### config.mk
export PLATFORM = sky130hd
export DESIGN_NAME = blpn_ctrl
export DESIGN_NICKNAME = d
export VERILOG_FILES = /design/src/rtl/blpn_pkg.sv /design/src/rtl/blpn_ctrl.sv
export SDC_FILE = /design/constraint.sdc
export NUM_CORES = 1
export LEC_CHECK = 0
export BUFFER_PORTS_ARGS = -buffer_cell sky130_fd_sc_hd__buf_2
export CORE_MARGIN = 4
export CORE_UTILIZATION = 45
export CTS_CLUSTER_SIZE = 30
export DETAILED_ROUTE_END_ITERATION = 16
export PLACE_DENSITY = 0.7
export SETUP_SLACK_MARGIN = 0.2
export SYNTH_ARGS = -nofsm -noshare
export SYNTH_HDL_FRONTEND = slang
export SYNTH_SLANG_ARGS = --single-unit
### constraint.sdc
create_clock -name clk -period 4.3 [get_ports clk]
set_clock_uncertainty 0.2 [all_clocks]
set_input_delay 0.645 -clock clk [delete_from_list [all_inputs] [get_ports clk]]
set_output_delay 0.645 -clock clk [all_outputs]
set_load 0.05 [all_outputs]
### src/rtl/blpn_pkg.sv
package blpn_pkg;

  localparam int MaxBuckets = 16;
  localparam int IdxW = 4;
  localparam logic [IdxW:0] MaxBucketsV = 5'd16;

  typedef enum logic [0:0] {
    CMD_ACCUM  = 1'b0,
    CMD_FINISH = 1'b1
  } cmd_t;

  typedef enum logic [0:0] {
    ST_NORM  = 1'b0,
    ST_RANGE = 1'b1
  } status_t;

  typedef enum logic [0:0] {
    REG_ORDER = 1'b0,
    REG_COUNT = 1'b1
  } reg_idx_t;

  typedef enum logic [3:0] {
    S_IDLE,
    S_POW,
    S_ADD,
    S_ERR,
    S_RLOAD,
    S_RPOW,
    S_RCMP,
    S_ROUT,
    S_CLEAR
  } state_t;

  // Commands from the controller to the datapath.
  typedef struct packed {
    logic capture;    // latch input word, compute magnitude
    logic pow_init;   // product register to one
    logic pow_step;   // multiply product by base once
    logic sum_write;  // write saturated sum back to bucket
    logic root_load;  // fetch bucket sum, clear root
    logic cand_init;  // start a candidate: product to one, base to candidate
    logic root_keep;  // accept candidate if in range
    logic clear_sum;  // zero the bucket addressed by the slice counter
    logic [IdxW-1:0] slice;
  } dp_cmd_t;

endpackage

### src/rtl/blpn_ctrl.sv
module blpn_ctrl
  import blpn_pkg::*;
(
  input  logic        clk,
  input  logic        rst_n,
  input  logic        in_fire,
  input  logic        in_command,
  input  logic [3:0]  in_bucket,
  input  logic [2:0]  order,
  input  logic [4:0]  count,
  input  logic        out_ready,
  output dp_cmd_t     cmd,
  output logic [5:0]  bit_idx,
  output logic        busy,
  output logic        out_valid,
  output logic        out_err,
  output logic        out_root,
  output logic        out_last,
  output logic [3:0]  out_slice
);

  state_t      state_r, state_nxt;
  logic [2:0]  step_r, step_nxt;
  logic [5:0]  bit_r, bit_nxt;
  logic [4:0]  slice_r, slice_nxt;
  logic [3:0]  ebkt_r, ebkt_nxt;

  always_ff @(posedge clk) begin
    if (!rst_n) begin
      state_r <= S_IDLE;
      step_r  <= '0;
      bit_r   <= '0;
      slice_r <= '0;
      ebkt_r  <= '0;
    end else begin
      state_r <= state_nxt;
      step_r  <= step_nxt;
      bit_r   <= bit_nxt;
      slice_r <= slice_nxt;
      ebkt_r  <= ebkt_nxt;
    end
  end

  always_comb begin
    state_nxt = state_r;
    step_nxt  = step_r;
    bit_nxt   = bit_r;
    slice_nxt = slice_r;
    ebkt_nxt  = ebkt_r;
    cmd       = '0;
    cmd.slice = slice_r[IdxW-1:0];
    out_valid = 1'b0;
    out_err   = 1'b0;
    out_root  = 1'b0;
    out_last  = 1'b0;
    out_slice = slice_r[3:0];
    busy      = (state_r != S_IDLE);
    case (state_r)
      S_IDLE: begin
        if (in_fire) begin
          if (in_command == CMD_FINISH) begin
            slice_nxt = '0;
            state_nxt = S_RLOAD;
          end else if ({1'b0, in_bucket} >= count) begin
            ebkt_nxt  = in_bucket;
            state_nxt = S_ERR;
          end else begin
            cmd.capture  = 1'b1;
            cmd.pow_init = 1'b1;
            step_nxt     = order;
            state_nxt    = S_POW;
          end
        end
      end
      S_POW: begin
        cmd.pow_step = 1'b1;
        step_nxt = step_r - 3'd1;
        if (step_r == 3'd1) state_nxt = S_ADD;
      end
      S_ADD: begin
        cmd.sum_write = 1'b1;
        state_nxt = S_IDLE;
      end
      S_ERR: begin
        out_valid = 1'b1;
        out_err   = 1'b1;
        out_last  = 1'b1;
        out_slice = ebkt_r;
        if (out_ready) state_nxt = S_IDLE;
      end
      S_RLOAD: begin
        cmd.root_load = 1'b1;
        bit_nxt = 6'd31;
        state_nxt = (order == 3'd1) ? S_ROUT : S_RPOW;
        if (order != 3'd1) begin
          step_nxt = 3'd0;
        end
      end
      S_RPOW: begin
        if (step_r == 3'd0) begin
          cmd.cand_init = 1'b1;
          step_nxt = order;
        end else begin
          cmd.pow_step = 1'b1;
          step_nxt = step_r - 3'd1;
          if (step_r == 3'd1) state_nxt = S_RCMP;
        end
      end
      S_RCMP: begin
        cmd.root_keep = 1'b1;
        step_nxt = 3'd0;
        if (bit_r == 6'd0) state_nxt = S_ROUT;
        else begin
          bit_nxt = bit_r - 6'd1;
          state_nxt = S_RPOW;
        end
      end
      S_ROUT: begin
        out_valid = 1'b1;
        out_root  = (order != 3'd1);
        out_last  = (slice_r + 5'd1 == count);
        if (out_ready) begin
          if (slice_r + 5'd1 == count) begin
            slice_nxt = '0;
            state_nxt = S_CLEAR;
          end else begin
            slice_nxt = slice_r + 5'd1;
            state_nxt = S_RLOAD;
          end
        end
      end
      S_CLEAR: begin
        cmd.clear_sum = 1'b1;
        slice_nxt = slice_r + 5'd1;
        if (slice_r == 5'(MaxBuckets - 1)) state_nxt = S_IDLE;
      end
      default: state_nxt = S_IDLE;
    endcase
  end

  assign bit_idx = bit_r;

endmodule

==> impl_summary.log <==
INFO  metric num_vias = 1604
INFO  metric power.share.clock = 0.166
INFO  metric p_leak = 0.887 nW
INFO  metric total_length_of_routed_met3_wires = 287 um
INFO  metric timing_max_transition_violations_final = 0
INFO  metric finalSetupTns = 0 ns
INFO  metric unrepaired_setup_endpoints_after_global_routing = false
INFO  metric combinational_share_of_power = 0.552
INFO  metric antenna_violating_nets_post_route = 0
INFO  metric synth.largest_area_cell = sky130_fd_sc_hd__dfxtp_1
INFO  metric clk_transition_reported_paths = 0.08 ns
INFO  metric regToRegSetupSlack = 1.68 ns
INFO  metric aggregate_global_route_resource_usage = 0.174
INFO  metric timing.hold.worst.start = ebkt_r[2]$_SDFFE_PN0P_
INFO  metric netSwitchingPower = 0.585 mW
INFO  metric crit_path_capture_type = primary output
INFO  metric vias_per_cell = 5.55
INFO  metric synth_enable_flop_cells = 0
INFO  metric totalWireLength = 3950 um
INFO  metric postSynth.topFlopCell = sky130_fd_sc_hd__dfxtp_1
INFO  metric number_of_maximum_capacitance_constraint_violations = 0
INFO  metric power_frac_seq = 0.282
INFO  metric ff_latch_count_synth = 22
INFO  metric initialDrtViolationCount = 162
INFO  metric cts.sinks = 22
INFO  metric row_count = 21
INFO  metric timing.final.crit_period = 3.36 ns
INFO  metric die-area = 0.00475 mm2
INFO  metric regToRegEndpoint = slice_r[2]$_SDFFE_PN0P_
INFO  metric finalWeightedCongestion = 0.790
INFO  metric internal_power = 0.586 mW
INFO  metric netlist-cell-type-count = 53
INFO  metric setup-violations-final = 0
INFO  metric hold_viol_final = 0
INFO  metric cp_data_required_time = 3.45 ns
INFO  metric clock_latency = 0.26 ns
INFO  metric postCtsResizedCells = 0
INFO  metric wl_met2 = 1840 um
INFO  metric synthesis_to_layout_area_growth = 14.8%
INFO  metric setup_ws = 0.941 ns
INFO  metric grt_antenna_before_repair = 0
INFO  metric die_x = 68.9 um
INFO  metric vdd.ir_drop.worst = 220 uV
INFO  metric wire_length_of_the_first_global_routing_pass = 6350 um
INFO  metric synthesis.nets = 239
INFO  metric grt_overflow_total = 0
INFO  metric yosysSeqAreaShare = 0.264
INFO  metric ctsRootBufferMaster = sky130_fd_sc_hd__clkbuf_8
INFO  metric floorplan.die.height = 68.9 um
INFO  metric cts_made_buffers = 3
INFO  metric relSlewSlack = 0.542
INFO  metric cellPowerDensity = 611 mW/mm2
INFO  metric cts_tree = yes
INFO  metric run_status = complete, no violations
INFO  metric wl_per_cell = 13.7 um
INFO  metric max_slew.worst_pin.slew = 0.686 ns
INFO  metric arrival = 2.51 ns
INFO  metric clock_tree.htree_level_count = 1
INFO  metric launch_instance_of_the_worst_register_to_register_path = slice_r[0]$_SDFFE_PN0P_
INFO  metric nNetsFinal = 271
INFO  metric critical_setup_path_class = flop to primary output
INFO  metric syn-instance-count = 212
INFO  metric grt_max_degree = 24
INFO  metric synth.top_cells.by_area = sky130_fd_sc_hd__dfxtp_1 (26%), sky130_fd_sc_hd__ha_1 (7.5%), sky130_fd_sc_hd__nand2_1 (4.5%)
INFO  metric postLayoutCoreUtil = 0.553
INFO  metric critPathLaunchType = flop
INFO  metric met1_length = 1800 um
INFO  metric drive_above_1_share = 0.226
INFO  metric drt_drc_violations_left = 0
INFO  metric placement.setup.worst_slack = 1.24 ns
INFO  metric worstRegToRegCells = 9
INFO  metric dr.pass1.iters = 4
INFO  metric dpl.hpwl = 3040 um
INFO  metric worst_hold_path_type = flop to flop
INFO  metric asyncSetResetFlopFracSynth = 0
INFO  metric core_region_area = 0.00347 mm2
INFO  metric timing.hold.worst_endpoint = ebkt_r[2]$_SDFFE_PN0P_
INFO  metric mappedNetlistArea = 0.00167 mm2
INFO  metric hold-path-cell-count = 2
INFO  metric antenna_cells = 0
INFO  metric cts_buffer_depth = 2
INFO  metric holdBufCountCts = 0
INFO  metric clock.fmax = 0.298 GHz
INFO  metric finalCritPeriodShare = 0.781
INFO  metric vias_in_the_first_global_route = 1363
INFO  metric highest_layer = met4
INFO  metric critical_path.max_fanout = 7
INFO  metric number_of_top_level_pins = 44
INFO  metric post-cts-setup-buffers = 0
INFO  metric postSynthAreaPerCell = 7.87 um2
INFO  metric initial_core_util = 0.481
INFO  metric number_of_warnings_printed_during_yosys_synthesis = 0
INFO  metric buffer_ports.inserted = 43
INFO  metric netSwitchingFraction = 0.500
INFO  metric synth_top_area_frac = 0.264
==> layout make-up <==
type                    count  area (um2)
multi-input cells         159        1080
fillers                   361        1550
well taps                  46        57.6
repair buffers             43         215
inverters                  15        56.3
clock inverters             1        30.0
flip-flops and latches     22         440
clock buffers               3        41.3
==> worst max-delay path, stage by stage (launching register included) <==
cell and delay [ns]:
sky130_fd_sc_hd__dfxtp_1 0.38, sky130_fd_sc_hd__ha_1 0.26, sky130_fd_sc_hd__and3_1 0.19, sky130_fd_sc_hd__ha_1 0.30, sky130_fd_sc_hd__xor2_1 0.16, sky130_fd_sc_hd__nand3_1 0.09
sky130_fd_sc_hd__nor3_1 0.34, sky130_fd_sc_hd__nand2_1 0.12, sky130_fd_sc_hd__o21ai_0 0.11, sky130_fd_sc_hd__buf_2 0.30
==> layer usage <==
| metal | up-vias | track usage |
|---|---|---|
| li1 | 817 | - |
| met1 | 729 | 0.238 |
| met2 | 54 | 0.280 |
| met3 | 4 | 0.0373 |
| met4 | 0 | 0.0365 |
| met5 | - | 0 |
==> registers in the layout, summed over array words and instances, names as in the netlist <==
signal,count
slice_r,5
step_r,3
bit_idx,6
state_r,4
ebkt_r,4
==> stage by stage <==
step | area, um2 | hold slack (ns) | power [mW] | std cells
floorplan | 1670 | 0.258 | 0.871 | 212
global placement | 1850 | 0.284 | 0.979 | 285
detailed placement | 1850 | 0.296 | 0.978 | 285
CTS | 1920 | 0.319 | 1.18 | 289
global route | 1920 | 0.341 | 1.26 | 289
finish | 1920 | 0.311 | 1.17 | 289
==> worst max path at each step <==
stage                                  startpoint  cells after the start  slack (ns)  endpoint
final                     slice_r[0]$_SDFFE_PN0P_                      9        0.94  out_last
after floorplan           state_r[1]$_SDFFE_PN0P_                      3        0.92    cmd[8]
after global routing      slice_r[0]$_SDFFE_PN0P_                      9        0.75  out_last
after global placement    slice_r[0]$_SDFFE_PN0P_                      9        1.35  out_last
after detailed placement  slice_r[0]$_SDFFE_PN0P_                      9        1.24  out_last
after CTS                 slice_r[0]$_SDFFE_PN0P_                      9        0.93  out_last
==> cells in the mapped netlist, types with 2 or more instances <==
cell type and n:
sky130_fd_sc_hd__dfxtp_1 22, sky130_fd_sc_hd__nand2_1 20, sky130_fd_sc_hd__nor2_1 19, sky130_fd_sc_hd__inv_1 15, sky130_fd_sc_hd__a21oi_1 11, sky130_fd_sc_hd__ha_1 10
sky130_fd_sc_hd__clkbuf_1 7, sky130_fd_sc_hd__nor2b_1 6, sky130_fd_sc_hd__o31ai_1 6, sky130_fd_sc_hd__a211oi_1 5, sky130_fd_sc_hd__buf_4 5, sky130_fd_sc_hd__nor3_1 5
sky130_fd_sc_hd__o21ai_0 5, sky130_fd_sc_hd__a22oi_1 4, sky130_fd_sc_hd__mux2_2 4, sky130_fd_sc_hd__mux2i_1 4, sky130_fd_sc_hd__nand3_1 4, sky130_fd_sc_hd__o21ai_1 4
sky130_fd_sc_hd__xnor2_1 4, sky130_fd_sc_hd__nand2b_1 3, sky130_fd_sc_hd__nand3b_1 3, sky130_fd_sc_hd__nor3b_1 3, sky130_fd_sc_hd__xor2_1 3, sky130_fd_sc_hd__a21boi_1 2
sky130_fd_sc_hd__a31oi_1 2, sky130_fd_sc_hd__buf_2 2, sky130_fd_sc_hd__buf_6 2, sky130_fd_sc_hd__nor3b_2 2, sky130_fd_sc_hd__nor4_1 2, sky130_fd_sc_hd__o21a_1 2
sky130_fd_sc_hd__o21bai_1 2, sky130_fd_sc_hd__or3b_1 2, sky130_fd_sc_hd__or4_1 2
==> power by group through the flow <==
| stage | combinational, mW | clock (mW) | sequential (mW) |
|---|---|---|---|
| 5_1_grt | 0.711 | 0.207 | 0.343 |
| 3_5_place_dp | 0.645 | 0 | 0.333 |
| 2_1_floorplan | 0.534 | 0 | 0.337 |
| 4_1_cts | 0.648 | 0.201 | 0.328 |
| 3_3_place_gp | 0.646 | 0 | 0.333 |
| 6_report | 0.647 | 0.194 | 0.330 |
==> cell families (layout without fill, tap and decap cells) <==
group / after synthesis / in the layout / share of synthesized area
compound gates: 55 / 55 / 0.226
xor+xnor: 7 / 7 / 0.0367
fa+ha+maj: 10 / 10 / 0.0750
buf+inv: 31 / 62 / 0.0915
flops: 22 / 22 / 0.264
mux: 8 / 8 / 0.0510
simple gates: 79 / 79 / 0.256
==> layout by cell type (no fill, tap or decap), drive strengths merged, types with 6 or more instances in the layout <==
cell and n:
nor2 19, o31ai 6, dfxtp 22, a21oi 12, nand2 20, o21ai 9, buf 43, inv 15
ha 10, nor2b 6
(Power assumes the default switching activity.)
